==> config.mk <==
export PLATFORM = sky130hd
export DESIGN_NAME = cmy12_row_run_decoder_unit
export DESIGN_NICKNAME = d
export VERILOG_FILES = /design/src/design/cmy12rr_pkg.sv /design/src/design/cmy12rr_decode.sv /design/src/design/cmy12rr_out_buf.sv /design/src/design/cmy12_row_run_decoder_unit.sv
export SDC_FILE = /design/constraint.sdc
export NUM_CORES = 1
export LEC_CHECK = 0
export BUFFER_PORTS_ARGS = -buffer_cell sky130_fd_sc_hd__buf_2
export CORE_MARGIN = 3
export CORE_UTILIZATION = 35
export CTS_CLUSTER_DIAMETER = 100
export DETAILED_ROUTE_END_ITERATION = 8
export PLACE_DENSITY = 0.48
export SETUP_SLACK_MARGIN = 0.4
export SLEW_MARGIN = 40
export SYNTH_ARGS = -nofsm -noshare
export SYNTH_HDL_FRONTEND = slang
export SYNTH_SLANG_ARGS = --single-unit
export TNS_END_PERCENT = 30
==> constraint.sdc <==
create_clock -name clk -period 8.2 [get_ports clk]
set_input_delay 0.41 -clock clk [delete_from_list [all_inputs] [get_ports clk]]
set_output_delay 0.41 -clock clk [all_outputs]
set_load 0.05 [all_outputs]
==> src/design/cmy12rr_pkg.sv <==
package cmy12rr_pkg;

  localparam int DIM_BITS_DEF = 12;
  localparam int BYTE_W       = 8;
  localparam int CFG_INDEX_W  = 2;

  // register indexes on the configuration channel
  localparam logic [CFG_INDEX_W-1:0] REG_ROW_WIDTH = 2'd0;
  localparam logic [CFG_INDEX_W-1:0] REG_ROW_COUNT = 2'd1;

  localparam logic [BYTE_W-1:0] HI_NIBBLE    = 8'hf0;
  localparam int                NIBBLE_SHIFT = 4;

  localparam logic KIND_COLOUR = 1'b0;
  localparam logic KIND_WHITE  = 1'b1;

  // result queue: room for one item's two results while one more waits
  localparam int BUF_DEPTH = 3;
  localparam int BUF_CNT_W = 2;

  typedef struct packed {
    logic first;
    logic second;
  } rr_push_t;

endpackage

==> src/design/cmy12rr_decode.sv <==
module cmy12rr_decode
  import cmy12rr_pkg::*;
#(
  parameter int DIM_BITS = DIM_BITS_DEF,
  localparam int RES_W = DIM_BITS + 3 * BYTE_W + 3
) (
  input  logic                   clk,
  input  logic                   rst,
  input  logic                   cfg_we,
  input  logic [CFG_INDEX_W-1:0] cfg_index,
  input  logic [DIM_BITS-1:0]    cfg_data,
  input  logic                   in_accept,
  input  logic [BYTE_W-1:0]      in_byte,
  output rr_push_t               push,
  output logic [RES_W-1:0]       res0,
  output logic [RES_W-1:0]       res1
);

  typedef enum logic [1:0] {PH_WHITE, PH_COUNT, PH_DATA} row_phase_t;
  typedef enum logic [1:0] {PIX_0, PIX_1, PIX_2} pix_phase_t;

  logic [DIM_BITS-1:0] row_width, row_count;
  row_phase_t          row_phase, row_phase_next;
  pix_phase_t          pixel_phase, pixel_phase_next;
  logic [BYTE_W-1:0]   held_byte, held_byte_next;
  logic [BYTE_W-1:0]   colour_left, colour_left_next;
  logic [DIM_BITS-1:0] column, column_next;
  logic [DIM_BITS-1:0] row_index, row_index_next;

  logic [DIM_BITS-1:0] w, b_ext, run, rem, col_inc, row_inc;
  logic [BYTE_W-1:0]   left_dec;
  logic                count_end, img_hit, row_done;
  logic [BYTE_W-1:0]   pc, pm, py;
  logic                r0_kind, r0_end;
  logic [DIM_BITS-1:0] r0_len, r1_len;
  logic [BYTE_W-1:0]   r0_c, r0_m, r0_y;

  assign w        = (row_width == '0) ? DIM_BITS'(1) : row_width;
  assign b_ext    = DIM_BITS'(in_byte);
  assign run      = (b_ext > w) ? w : b_ext;
  assign rem      = (column < w) ? (w - column) : '0;
  assign count_end = (b_ext == w) || (in_byte == '0) || (rem == '0);
  assign col_inc  = column + DIM_BITS'(1);
  assign left_dec = colour_left - BYTE_W'(1);
  assign row_inc  = row_index + DIM_BITS'(1);
  assign img_hit  = (row_inc == '0) || (row_inc >= row_count);

  // unpack the channel nibbles: C1:M1, Y1:C2, M2:Y2
  always_comb begin
    if (pixel_phase == PIX_1) begin
      pc = held_byte & HI_NIBBLE;
      pm = BYTE_W'(held_byte << NIBBLE_SHIFT);
      py = in_byte & HI_NIBBLE;
    end else begin
      pc = BYTE_W'(held_byte << NIBBLE_SHIFT);
      pm = in_byte & HI_NIBBLE;
      py = BYTE_W'(in_byte << NIBBLE_SHIFT);
    end
  end

  always_comb begin
    row_phase_next   = row_phase;
    pixel_phase_next = pixel_phase;
    held_byte_next   = held_byte;
    colour_left_next = colour_left;
    column_next      = column;
    row_index_next   = row_index;
    push             = '0;
    row_done         = 1'b0;
    r0_kind          = KIND_WHITE;
    r0_len           = '0;
    r0_c             = '0;
    r0_m             = '0;
    r0_y             = '0;
    r1_len           = '0;
    if (in_accept) begin
      unique case (row_phase)
        PH_WHITE: begin
          column_next = '0;
          if (run == '0) begin
            row_phase_next = PH_COUNT;
          end else begin
            push.first = 1'b1;
            r0_len     = run;
            if (run >= w) begin
              row_done = 1'b1;
            end else begin
              column_next    = run;
              row_phase_next = PH_COUNT;
            end
          end
        end
        PH_COUNT: begin
          if (count_end) begin
            push.first = 1'b1;
            r0_len     = (rem == '0) ? DIM_BITS'(1) : rem;
            row_done   = 1'b1;
          end else begin
            // clipped to what is left of the row
            colour_left_next = (b_ext > rem) ? rem[BYTE_W-1:0] : in_byte;
            row_phase_next   = PH_DATA;
            pixel_phase_next = PIX_0;
          end
        end
        PH_DATA: begin
          if (pixel_phase == PIX_1 || pixel_phase == PIX_2) begin
            if (pixel_phase == PIX_1) begin
              held_byte_next   = in_byte;
              pixel_phase_next = PIX_2;
            end else begin
              pixel_phase_next = PIX_0;
            end
            column_next      = col_inc;
            colour_left_next = left_dec;
            push.first       = 1'b1;
            r0_kind          = KIND_COLOUR;
            r0_len           = DIM_BITS'(1);
            r0_c             = pc;
            r0_m             = pm;
            r0_y             = py;
            if (left_dec == '0) begin
              row_done = 1'b1;
              if (col_inc < w) begin
                // colour run stops short: rest of row is white
                push.second = 1'b1;
                r1_len      = w - col_inc;
              end
            end
          end else begin
            held_byte_next   = in_byte;
            pixel_phase_next = PIX_1;
          end
        end
        default: ;
      endcase
      if (row_done) begin
        row_phase_next   = PH_WHITE;
        pixel_phase_next = PIX_0;
        colour_left_next = '0;
        column_next      = '0;
        row_index_next   = img_hit ? '0 : row_inc;
      end
    end
    r0_end = row_done & ~push.second;
  end

  assign res0 = {r0_end & img_hit, r0_end, r0_kind, r0_y, r0_m, r0_c, r0_len};
  assign res1 = {img_hit, 1'b1, KIND_WHITE, {(3 * BYTE_W){1'b0}}, r1_len};

  always_ff @(posedge clk) begin
    if (rst) begin
      row_width   <= DIM_BITS'(1);
      row_count   <= DIM_BITS'(1);
      row_phase   <= PH_WHITE;
      pixel_phase <= PIX_0;
      held_byte   <= '0;
      colour_left <= '0;
      column      <= '0;
      row_index   <= '0;
    end else if (cfg_we && (cfg_index == REG_ROW_WIDTH || cfg_index == REG_ROW_COUNT)) begin
      if (cfg_index == REG_ROW_WIDTH) begin
        row_width <= cfg_data;
      end else begin
        row_count <= cfg_data;
      end
      // any register write starts a new image
      row_phase   <= PH_WHITE;
      pixel_phase <= PIX_0;
      held_byte   <= '0;
      colour_left <= '0;
      column      <= '0;
      row_index   <= '0;
    end else begin
      row_phase   <= row_phase_next;
      pixel_phase <= pixel_phase_next;
      held_byte   <= held_byte_next;
      colour_left <= colour_left_next;
      column      <= column_next;
      row_index   <= row_index_next;
    end
  end

endmodule

==> src/design/cmy12rr_out_buf.sv <==
module cmy12rr_out_buf
  import cmy12rr_pkg::*;
#(
  parameter int WIDTH = 8
) (
  input  logic             clk,
  input  logic             rst,
  input  rr_push_t         push,
  input  logic [WIDTH-1:0] din0,
  input  logic [WIDTH-1:0] din1,
  output logic             in_ready,
  output logic             out_valid,
  input  logic             out_ready,
  output logic [WIDTH-1:0] dout
);

  logic [WIDTH-1:0]     q      [BUF_DEPTH];
  logic [WIDTH-1:0]     q_next [BUF_DEPTH];
  logic [BUF_CNT_W-1:0] count, count_next, base;
  logic                 pop;

  assign out_valid = (count != '0);
  assign pop       = out_valid & out_ready;
  assign dout      = q[0];
  // two free slots needed: an item may leave two results
  assign in_ready  = (count <= BUF_CNT_W'(1));
  assign base      = count - BUF_CNT_W'(pop);
  assign count_next = base + BUF_CNT_W'(push.first) + BUF_CNT_W'(push.second);

  always_comb begin
    for (int i = 0; i < BUF_DEPTH; i++) begin
      q_next[i] = (pop && i < BUF_DEPTH - 1) ? q[(i + 1) % BUF_DEPTH] : q[i];
      if (push.first && base == BUF_CNT_W'(i)) begin
        q_next[i] = din0;
      end
      if (push.second && base + BUF_CNT_W'(1) == BUF_CNT_W'(i)) begin
        q_next[i] = din1;
      end
    end
  end

  always_ff @(posedge clk) begin
    if (rst) begin
      count <= '0;
    end else begin
      count <= count_next;
    end
    for (int i = 0; i < BUF_DEPTH; i++) begin
      q[i] <= q_next[i];
    end
  end

endmodule

==> src/design/cmy12_row_run_decoder_unit.sv <==
// Row run-length decoder for a 12-bit CMY preview image.
// Input stream (s_*): one compressed byte per item in s_tdata. Each row is a
// white count byte, then (if the row is not full) a colour count byte, then
// colour pixels packed two per three bytes.
// Output stream (m_*): one result per item, a colour pixel (tuser[0] = 0,
// run_length 1) or a white run (tuser[0] = 1, colours zero). m_tlast marks
// the result that completes a row, tuser[1] the one that completes the image.
// Config channel (cfg_*): index 0 row_width, 1 row_count; always ready. A
// write also restarts decoding at the top of an image. Write only when idle.
// Results enter the result queue when their byte is accepted; m_* shows the queue head.
// Throughput: one byte per cycle while s_tready is high. A byte that ends a
// colour run short of the row end yields two results; the three-entry result
// queue then holds s_tready low while the extra result drains.
// When m_tready is low the queue fills and s_tready drops once fewer than two
// entries are free; nothing is lost.
// Reset (rst, synchronous): width and count return to 1, queue empties,
// decoding starts at the white count of the first row.
module cmy12_row_run_decoder_unit
  import cmy12rr_pkg::*;
#(
  parameter int DIM_BITS = DIM_BITS_DEF,
  localparam int OUT_W = ((DIM_BITS + 3 * BYTE_W + 7) / 8) * 8
) (
  input  logic                   clk,
  input  logic                   rst,
  input  logic                   s_tvalid,
  output logic                   s_tready,
  input  logic [BYTE_W-1:0]      s_tdata,   // data_byte
  output logic                   m_tvalid,
  input  logic                   m_tready,
  output logic [OUT_W-1:0]       m_tdata,   // run_length, cyan, magenta, yellow, zero fill
  output logic                   m_tlast,   // row_end
  output logic [1:0]             m_tuser,   // kind, image_end
  input  logic                   cfg_valid,
  output logic                   cfg_ready,
  input  logic [CFG_INDEX_W-1:0] cfg_index,
  input  logic [DIM_BITS-1:0]    cfg_data
);

  localparam int RES_W = DIM_BITS + 3 * BYTE_W + 3;
  localparam int PAY_W = DIM_BITS + 3 * BYTE_W;

  rr_push_t         push;
  logic [RES_W-1:0] res0, res1, head;
  logic             in_accept;

  assign cfg_ready = 1'b1;
  assign in_accept = s_tvalid & s_tready;

  cmy12rr_decode #(.DIM_BITS(DIM_BITS)) u_decode (
    .clk       (clk),
    .rst       (rst),
    .cfg_we    (cfg_valid & cfg_ready),
    .cfg_index (cfg_index),
    .cfg_data  (cfg_data),
    .in_accept (in_accept),
    .in_byte   (s_tdata),
    .push      (push),
    .res0      (res0),
    .res1      (res1)
  );

  cmy12rr_out_buf #(.WIDTH(RES_W)) u_out_buf (
    .clk       (clk),
    .rst       (rst),
    .push      (push),
    .din0      (res0),
    .din1      (res1),
    .in_ready  (s_tready),
    .out_valid (m_tvalid),
    .out_ready (m_tready),
    .dout      (head)
  );

  // result word: {image_end, row_end, kind, yellow, magenta, cyan, run_length}
  assign m_tdata = OUT_W'(head[PAY_W-1:0]);
  assign m_tuser = {head[RES_W-1], head[PAY_W]};
  assign m_tlast = head[PAY_W+1];

endmodule

==> flow_summary.yaml, run 1 <==
outcome:
  status: "completed"
detailed_routing:
  via_per_inst: 5.41
  wl_mm: 30.7
  ant_nets: 0
  drc: 0
  dr.pass1.iters: 4
  vias: 8701
  wl_per_cell_um: 19.1
  first_iter_violations: 627
global_routing:
  grt_pass1_wl_mm: 48.7
  grt_max_degree: 41
  antenna_found_initial: 0
  grt_util_all_layers: 0.186
  grt-ovfl-total: 0
  grt_pass1_vias: 8431
power:
  power_density_mw_per_mm2: 291
  p_leak_uw: 0.00424
  finalPower_uw: 3310
  peakVddDrop_v: 0.000135
die:
  die_w_um: 180
  die-area_mm2: 0.0323
  rows: 62
  ios: 73
  start_util: 0.361
  die_y_um: 180
  coreArea_mm2: 0.0292
layout:
  seq_area_mm2: 0.00341
  fillCellCount: 3037
  layout_commonest_cell: "nand2_1"
  multi_input_area_mm2: 0.00621
  areaGrowthSynthToFinish_pct: 7.85
  diodes: 0
  finish.net_count: 1311
  final_cell_mix: "128 x nand2_1, 112 x dfxtp_1, 86 x a21oi_1"
  drive_above_1_share: 0.133
  final_area_mm2: 0.0114
worst_hold_path:
  whs_path_depth: 3
  hold_class: "input port to flop"
  hold-path-endpoint: "u_decode.row_count[3]"
  hp-start: "cfg_data[3]"
synth:
  ys_seq_area_frac: 0.323
  ys_ff_latch: 151
  synth_area_leaders: "dfxtp_1 21%, edfxtp_1 11%, ha_1 8.4%"
  yosysWarnings: 0
  netlist_area_mm2: 0.0106
  syn_inst: 1221
  async_flop_share: 0
  synth_enable_flop_cells: 39
  syn_avg_cell_area_um2: 8.64
  synth_area_leader_cell: "dfxtp_1"
  yosys.area.top_type_share: 0.212
  synth_cell_types: 91
  synth-main-ff-cell: "dfxtp_1"
job:
  maxCapViolations: 0
sta:
  final_hold_viol_count: 0
  rsz0062_at_grt: "false"
  worst_slack_ns: 2.63
  timing.final.crit_share: 0.680
  maxSlewHeadroom: 0.479
  fin_crit_ns: 5.57
  finalSetupViolCount: 0
  max_freq_ghz: 0.179
  tightest_slew_ns: 0.777
  whs_ns: 0.224
  fin_worst_skew_ns: 0.0174
  slew_violations: 0
  setup_tns_ns: 0
cts:
  post_cts_resized: 0
  htree_levels: 4
  cts_sinks: 151
  cts_tree: "done"
  path_clk_slew_ns: 0.07
  cts_setup_buffers: 0
  insertion_delay_ns: 0.44
  cts_root_buf: "clkbuf_16"
  clockBufferDepth: 2
  cts_hold_buf: 0
  numCtsBuffers: 17
place:
  gp_congestion: 0.929
  placed_area_mm2: 0.0107
  dp_hpwl_mm: 22.8
  port_buffers: 55
  place_ws_ns: 2.68
critical_path:
  critPathSlowestCell: "or3_2"
  start_kind: "flop"
  reg2reg_slack_ns: 2.63
  cp_num_buf_inv: 1
  r2r_end: "u_decode.colour_left[7]"
  critPathArrivalTime_ns: 5.90
  cp-startpoint: "u_decode.row_width[8]"
  slowest_delay_ns: 0.73
  crit_family: "compound AO/OA/AOI/OAI gates"
  critPathCaptureType: "flop"
  r2r_start: "u_decode.row_width[8]"
  cp.required_ns: 8.53
  rr_worst_depth: 18
  worstPathMaxFanout: 23
  path_cells: "nor4_2 > a31o_2 > ha_1 > nor2b_1 > o211ai_1 > a21oi_1 > o21ai_2 > mux2i_1 > inv_1 > ha_1 > nand4_1 > a21oi_1 > o221ai_1 > o21ai_0 > a211oi_2 > or3_2 > and2_4 > a32o_1"
  path_class: "flop to flop"
[worst max path at each step]
| stage | endpoint | slack [ns] | depth (start not counted) |
|---|---|---|---|
| after floorplan | u_decode.colour_left[3] | 3.64 | 19 |
| after global placement | u_decode.colour_left[7] | 2.24 | 18 |
| after detailed placement | u_decode.colour_left[7] | 2.68 | 18 |
| after CTS | u_decode.colour_left[7] | 2.67 | 18 |
| after global routing | u_decode.colour_left[7] | 2.30 | 18 |
| final | u_decode.colour_left[7] | 2.63 | 18 |
[layout make-up]
type | count | area share
repair buffers | 67 | 0.0339
clock buffers | 17 | 0.0374
inverters | 77 | 0.0254
clock inverters | 15 | 0.0157
flip-flops and latches | 151 | 0.300
multi-input cells | 896 | 0.546
well taps | 384 | 0.0422
[kinds of logic (layout without fill, tap and decap cells)]
| family | after synthesis | in the layout | synth area share |
|---|---|---|---|
| AOI/OAI and AO/OA | 288 | 288 | 0.187 |
| and+or+nand+nor | 394 | 394 | 0.187 |
| other | 2 | 17 | 0.000712 |
| xor gates and xnor gates | 41 | 41 | 0.0340 |
| muxes | 82 | 82 | 0.0801 |
| adders and majority gates | 74 | 74 | 0.0899 |
| DFF | 151 | 151 | 0.323 |
| buffers and inverters | 189 | 176 | 0.0973 |
[power breakdown]
group | internal [uW] | switching (uW)
combinational | 468 | 1000
clock | 412 | 394
sequential | 966 | 64.7
[state kept, by name, summed over array words and instances, names as in the netlist]
name	cells
u_decode.row_index	12
u_decode.column	12
u_decode.held_byte	8
u_out_buf.q	81
u_decode.row_count	12
u_decode.row_phase	2
u_decode.row_width	12
u_decode.pixel_phase	2
u_decode.colour_left	8
u_out_buf.count	2
[synthesized netlist by cell type (4+ instances only)]
cell,number
nand2_1,129
dfxtp_1,112
a21oi_1,86
inv_1,75
nand3_1,73
ha_1,71
mux2i_1,62
nor2_1,55
a211oi_1,54
buf_4,51
clkbuf_1,41
edfxtp_1,39
xnor2_1,30
and2_1,29
o21ai_0,27
mux2_2,19
nor3_1,19
nand4_1,16
o21ai_1,16
nor2b_1,12
o211ai_1,11
o22ai_1,11
xor2_1,11
a21o_1,9
nand2b_1,9
or3_1,9
buf_6,8
clkbuf_8,6
nand3b_1,6
nor4_1,6
a31oi_1,5
and3_1,5
buf_2,5
o2111ai_1,5
o31ai_1,5
a221oi_1,4
a2bb2oi_1,4
a31o_2,4
o31a_1,4
or2_2,4
[through the flow]
stage / utilization / cells
floorplan: - / 1236
global placement: 0.367 / 1574
detailed placement: 0.368 / 1574
CTS: 0.388 / 1606
global route: 0.389 / 1607
finish: 0.389 / 1607
[worst min-delay path: stages]
cell     delay (ns)
buf_2          0.10
nand2_1        0.05
a21oi_1        0.05
[metal layers]
| layer | track usage | share of wire | vias to the layer above |
|---|---|---|---|
| li1 | - | - | 4326 |
| met1 | 0.264 | 0.50 | 4151 |
| met2 | 0.299 | 0.44 | 185 |
| met3 | 0.0293 | 0.037 | 39 |
| met4 | 0.0464 | 0.021 | 0 |
| met5 | 0 | 0 | - |
No activity file was read; power rests on OpenSTA's default activity.
==> run 2, diff against run 1 <==
ABC_AREA = 1   (was unset)
clock period = 5.2 ns   (was 8.2 ns; I/O delays follow)
==> flow_summary.yaml, run 2 <==
outcome:
  status: "completed"
cts:
  cts_sinks: 151
  cts_hold_buf: 0
  path_clk_slew_ns: 0.06
  cts_tree: "done"
  insertion_delay_ns: 0.46
  cts_root_buf: "clkbuf_16"
  htree_levels: 4
  numCtsBuffers: 17
  clockBufferDepth: 2
synth:
  async_flop_share: 0
  yosysWarnings: 0
  synth-main-ff-cell: "dfxtp_1"
  netlist_area_mm2: 0.0110
  ys_ff_latch: 151
  synth_cell_types: 53
  synth_most_common_cell: "nand2_1"
  synth_area_leader_cell: "dfxtp_1"
  ys_seq_area_frac: 0.311
  syn_avg_cell_area_um2: 6.82
  synth_area_leaders: "dfxtp_1 20%, nand2_1 15%, edfxtp_1 11%"
  synth_enable_flop_cells: 39
  yosys.area.top_type_share: 0.204
  yosys-top-cells-count: "442 x nand2_1, 200 x inv_1, 131 x nor2_1, 124 x nand3_1, 112 x dfxtp_1"
  syn_inst: 1611
layout:
  largest_reg_flops: 81
  finish.net_count: 1701
  seq_area_mm2: 0.00341
  multi_input_area_mm2: 0.00613
  fillCellCount: 3330
  layout_commonest_cell: "nand2_1"
  stdcell_count: 2009
  areaGrowthSynthToFinish_pct: 7.40
  final_area_mm2: 0.0118
  diodes: 0
  drive_above_1_share: 0.103
  top_register: "u_out_buf.q"
  final_cell_mix: "440 x nand2_1, 199 x inv_1, 128 x nor2_1"
  post-route-util: 0.384
critical_path:
  critPathSlowestCell: "nor2_2"
  slowest_delay_ns: 0.39
  critPathArrivalTime_ns: 4.60
  cp_num_buf_inv: 3
  path_class: "flop to flop"
  cp.required_ns: 5.31
  path_cells: "nor2_1 > nand3_1 > nor3_1 > nor2_2 > ha_1 > inv_1 > fa_1 > nand2_1 > a21oi_2 > nand2_1 > nand3_2 > nand2_4 > inv_6 > nand3_1 > nand2_1 > nor2_2 > nand2_2 > nand2_2 > nand2_4 > nand2_4 > nand3_4 > nand2_1 > nor2_2 > inv_1"
  critPathMostFrequentCell: "nand2_1"
  start_kind: "flop"
  worstPathMaxFanout: 17
  critPathCaptureType: "flop"
  crit_family: "simple AND/OR/NAND/NOR gates"
power:
  peakVddDrop_v: 0.000232
  finalPower_uw: 6590
  power_density_mw_per_mm2: 559
  p_leak_uw: 0.00573
die:
  rows: 64
  start_util: 0.357
  die_w_um: 183
  ios: 73
  die_y_um: 183
  coreArea_mm2: 0.0307
  die-area_mm2: 0.0335
place:
  dp_hpwl_mm: 25.4
  placed_area_mm2: 0.0112
  gp_congestion: 0.943
  dp.cells: 1977
  port_buffers: 55
sta:
  setup_tns_ns: 0
  timing.final.crit_share: 0.863
  fin_crit_ns: 4.49
  max_freq_ghz: 0.223
  final_hold_viol_count: 0
  finalSetupViolCount: 0
  tightest_slew_ns: 0.834
  rsz0062_at_grt: "true"
  slew_violations: 0
  fin_worst_skew_ns: 0.0244
  maxSlewHeadroom: 0.444
global_routing:
  antenna_found_initial: 0
  grt-ovfl-total: 0
  grt_pass1_wl_mm: 51.2
  grt_pass1_vias: 9122
  grt_util_all_layers: 0.195
  grt_max_degree: 31
detailed_routing:
  dr.pass1.iters: 5
  vias: 9953
  first_iter_violations: 752
  wl_mm: 32.5
  ant_nets: 0
  drc: 0
  via_per_inst: 4.95
  wl_per_cell_um: 16.2
job:
  maxCapViolations: 0
worst_hold_path:
  hold_class: "input port to flop"
-- run 2: cell families after synthesis --
kind of cell	count (synthesis)	share of synthesized area
DFF	151	0.311
other	2	0.000684
buffers and inverters	327	0.139
AOI/OAI and AO/OA	258	0.139
and+or+nand+nor	768	0.300
xor gates and xnor gates	30	0.0239
muxes	1	0.000911
adders and majority gates	74	0.0864
-- run 2: report_power, final --
group	internal, uW	switching (uW)	total, uW
Clock	686	553	1240
Combinational	1030	2610	3640
Sequential	1580	139	1720
-- run 2: per-layer routing --
layer,up-vias,track usage,wire length (um)
met2,277,0.310,14400
met4,0,0.0585,608
met5,-,0,0
li1,5135,-,-
met3,42,0.0329,1590
met1,4499,0.272,15900
-- run 2: final timing paths --
path | start | endpoint | slack [ns] | depth (start not counted)
max | u_decode.row_width[11] | u_out_buf.q[0][2] | 0.71 | 24
min | cfg_data[0] | u_decode.row_width[0] | 0.04 | 3
max reg2reg | u_decode.row_width[11] | u_out_buf.q[0][2] | 0.71 | 24
min reg2reg | u_out_buf.q[0][32] | u_out_buf.q[0][32] | 0.45 | 2
-- run 2: timing repair --
item | 4_1_cts | 5_1_grt
resized for setup | 0 | 10
endpoints found under the hold margin | 0 | 0
setup endpoints to repair | 0 | 68
setup buffers | 0 | 0
-- run 2: through the flow --
stage / worst slack, ns / hold slack [ns]
5_1_grt: 0.280 / 0.0410
3_3_place_gp: 0.550 / 0.438
3_5_place_dp: 0.428 / 0.437
2_1_floorplan: 1.51 / 0.331
4_1_cts: 0.403 / 0.0199
6_report: 0.710 / 0.0404
-- run 2: area by class of cell --
| type | instances | area share |
|---|---|---|
| Clock buffer | 22 | 0.0420 |
| Tap cell | 396 | 0.0420 |
| Inverter | 217 | 0.0698 |
| Sequential cell | 151 | 0.289 |
| Clock inverter | 10 | 0.00700 |
| Multi-Input combinational cell | 1148 | 0.520 |
| Timing Repair Buffer | 65 | 0.0297 |
-- run 2: worst reg2reg max path, delay by kind of cell, from the launching register on --
kind,cells,cell delay [ns]
adder cells (fa/ha/maj),2,0.44
AO/OA/AOI/OAI,1,0.22
buffers and inverters,3,0.57
AND/OR/NAND/NOR,18,2.55
flip-flops,1,0.38
==> run 3, diff against run 2 <==
CORE_UTILIZATION = 50   (was 35)
PLACE_DENSITY = 0.65   (was 0.48)
==> flow_summary.yaml, run 3 (synthesized netlist as in run 2, its figures left out) <==
sta:
  timing.final.crit_share: 0.874
  worst_slack_ns: 0.654
  max_freq_ghz: 0.220
  fin_worst_skew_ns: 0.0133
  final_hold_viol_count: 0
  finalSetupViolCount: 0
  whs_ns: 0.0504
  setup_tns_ns: 0
  fin_crit_ns: 4.55
  slew_violations: 0
  tightest_slew_ns: 0.828
  rsz0062_at_grt: "true"
  maxSlewHeadroom: 0.447
layout:
  stdcell_count: 1884
  layout_commonest_cell: "nand2_1"
  diodes: 0
  largest_reg_flops: 81
  finish.net_count: 1697
  areaGrowthSynthToFinish_pct: 5.98
  top_register: "u_out_buf.q"
  drive_above_1_share: 0.100
  final_cell_mix: "440 x nand2_1, 198 x inv_1, 130 x nor2_1"
power:
  p_leak_uw: 0.00573
  p_switching_uw: 3320
  p_seq_frac: 0.261
  switching_share: 0.505
  p_comb_frac: 0.546
  power_density_mw_per_mm2: 565
  peakVddDrop_v: 0.000269
  clkPwrFrac: 0.192
  intPower_uw: 3250
detailed_routing:
  wl_mm: 29.2
  wl_per_cell_um: 15.5
  ant_nets: 0
  dr.pass1.iters: 5
  vias: 10006
  first_iter_violations: 769
  drc: 0
  via_per_inst: 5.31
critical_path:
  slowest_delay_ns: 0.50
  path_cells: "inv_1 > nand3_1 > nor3_1 > nor2_1 > ha_1 > inv_1 > fa_1 > nand2_1 > a21oi_2 > nand2_1 > nand3_2 > nand2_4 > inv_6 > nand3_1 > nand2_1 > nor2_2 > nand2_2 > nand2_2 > nand2_4 > nand2_4 > nand3_2 > nand2_1 > nor2_4 > inv_1"
  start_kind: "flop"
  critPathCaptureType: "flop"
  path_class: "flop to flop"
  crit_family: "simple AND/OR/NAND/NOR gates"
  reg2reg_slack_ns: 0.65
  cp_num_buf_inv: 4
  critPathSlowestCell: "dfxtp_1"
  critPathMostFrequentCell: "nand2_1"
  cp.required_ns: 5.28
  critPathArrivalTime_ns: 4.62
  worstPathMaxFanout: 17
cts:
  cts_root_buf: "clkbuf_16"
  insertion_delay_ns: 0.44
  numCtsBuffers: 17
  cts_tree: "done"
  path_clk_slew_ns: 0.08
  htree_levels: 4
  cts_sinks: 151
  clockBufferDepth: 2
die:
  coreArea_mm2: 0.0213
  die-area_mm2: 0.0238
  start_util: 0.516
  ios: 73
  rows: 53
  die_w_um: 154
  die_y_um: 154
place:
  gp_congestion: 0.994
  dp.cells: 1851
  port_buffers: 55
  dp_hpwl_mm: 22.9
  place_ws_ns: 0.612
global_routing:
  grt-ovfl-total: 0
  grt_pass1_wl_mm: 47.4
  grt_util_all_layers: 0.244
  grt_max_degree: 40
  antenna_found_initial: 0
  grt_pass1_vias: 9211
outcome:
  status: "completed"
job:
  maxCapViolations: 0
worst_hold_path:
  hold_class: "input port to flop"
## run 3: cell count changes in the layout (fill, tap and decap cells not counted), moves of 3 or more
cell and change:
inv_8 +6, buf_4 -4, clkinv_8 +4, nor2_2 -4, clkbuf_8 -3, inv_6 -3
## run 3: worst min-delay path: cells and delay by family
kind / cells / cell delay, ns
buffers and inverters: 1 / 0.09
and+or+nand+nor: 2 / 0.10
## run 3: final timing paths
| kind | startpoint | end | cells after the start |
|---|---|---|---|
| setup / recovery | u_decode.row_width[5] | u_out_buf.q[0][44] | 24 |
| hold / removal | cfg_data[0] | u_decode.row_width[0] | 3 |
| setup reg to reg | u_decode.row_width[5] | u_out_buf.q[0][44] | 24 |
| hold reg to reg | u_out_buf.q[0][33] | u_out_buf.q[0][33] | 2 |
## run 3: what timing repair did
item / in CTS / in global routing
buffers inserted: 0 / 1
endpoints found under the setup margin: 0 / 48
hold buffers: 0 / 0
gates resized for setup: 0 / 8
## run 3: metrics by stage
| step | area (um^2) | total power, uW | util |
|---|---|---|---|
| floorplan | 11000 | 4710 | - |
| global placement | 11000 | 5210 | 0.516 |
| detailed placement | 11000 | 5260 | 0.516 |
| CTS | 11600 | 6540 | 0.545 |
| global route | 11600 | 7100 | 0.547 |
| finish | 11600 | 6570 | 0.547 |
## run 3: cell type report
type                       count  area [um^2]
fill                        2119         9650
multi-input combinational   1148         6130
sequential                   151         3410
inverter                     217          823
clock buffer                  17          425
tap                          275          344
timing repair buffer          61          320
clock inverter                15          179
## run 3: routing by layer
metal,GRT usage,part of all wire
met5,0,0
met4,0.0816,0.027
met3,0.0397,0.068
met2,0.392,0.45
met1,0.336,0.46
## run 3: power groups by stage
| stage | sequential [uW] | clock [uW] | combinational (uW) |
|---|---|---|---|
| after floorplan | 1720 | 0 | 2990 |
| after global placement | 1740 | 0 | 3480 |
| after detailed placement | 1740 | 0 | 3510 |
| after CTS | 1720 | 1280 | 3530 |
| after global routing | 1750 | 1340 | 4010 |
| final | 1720 | 1260 | 3590 |
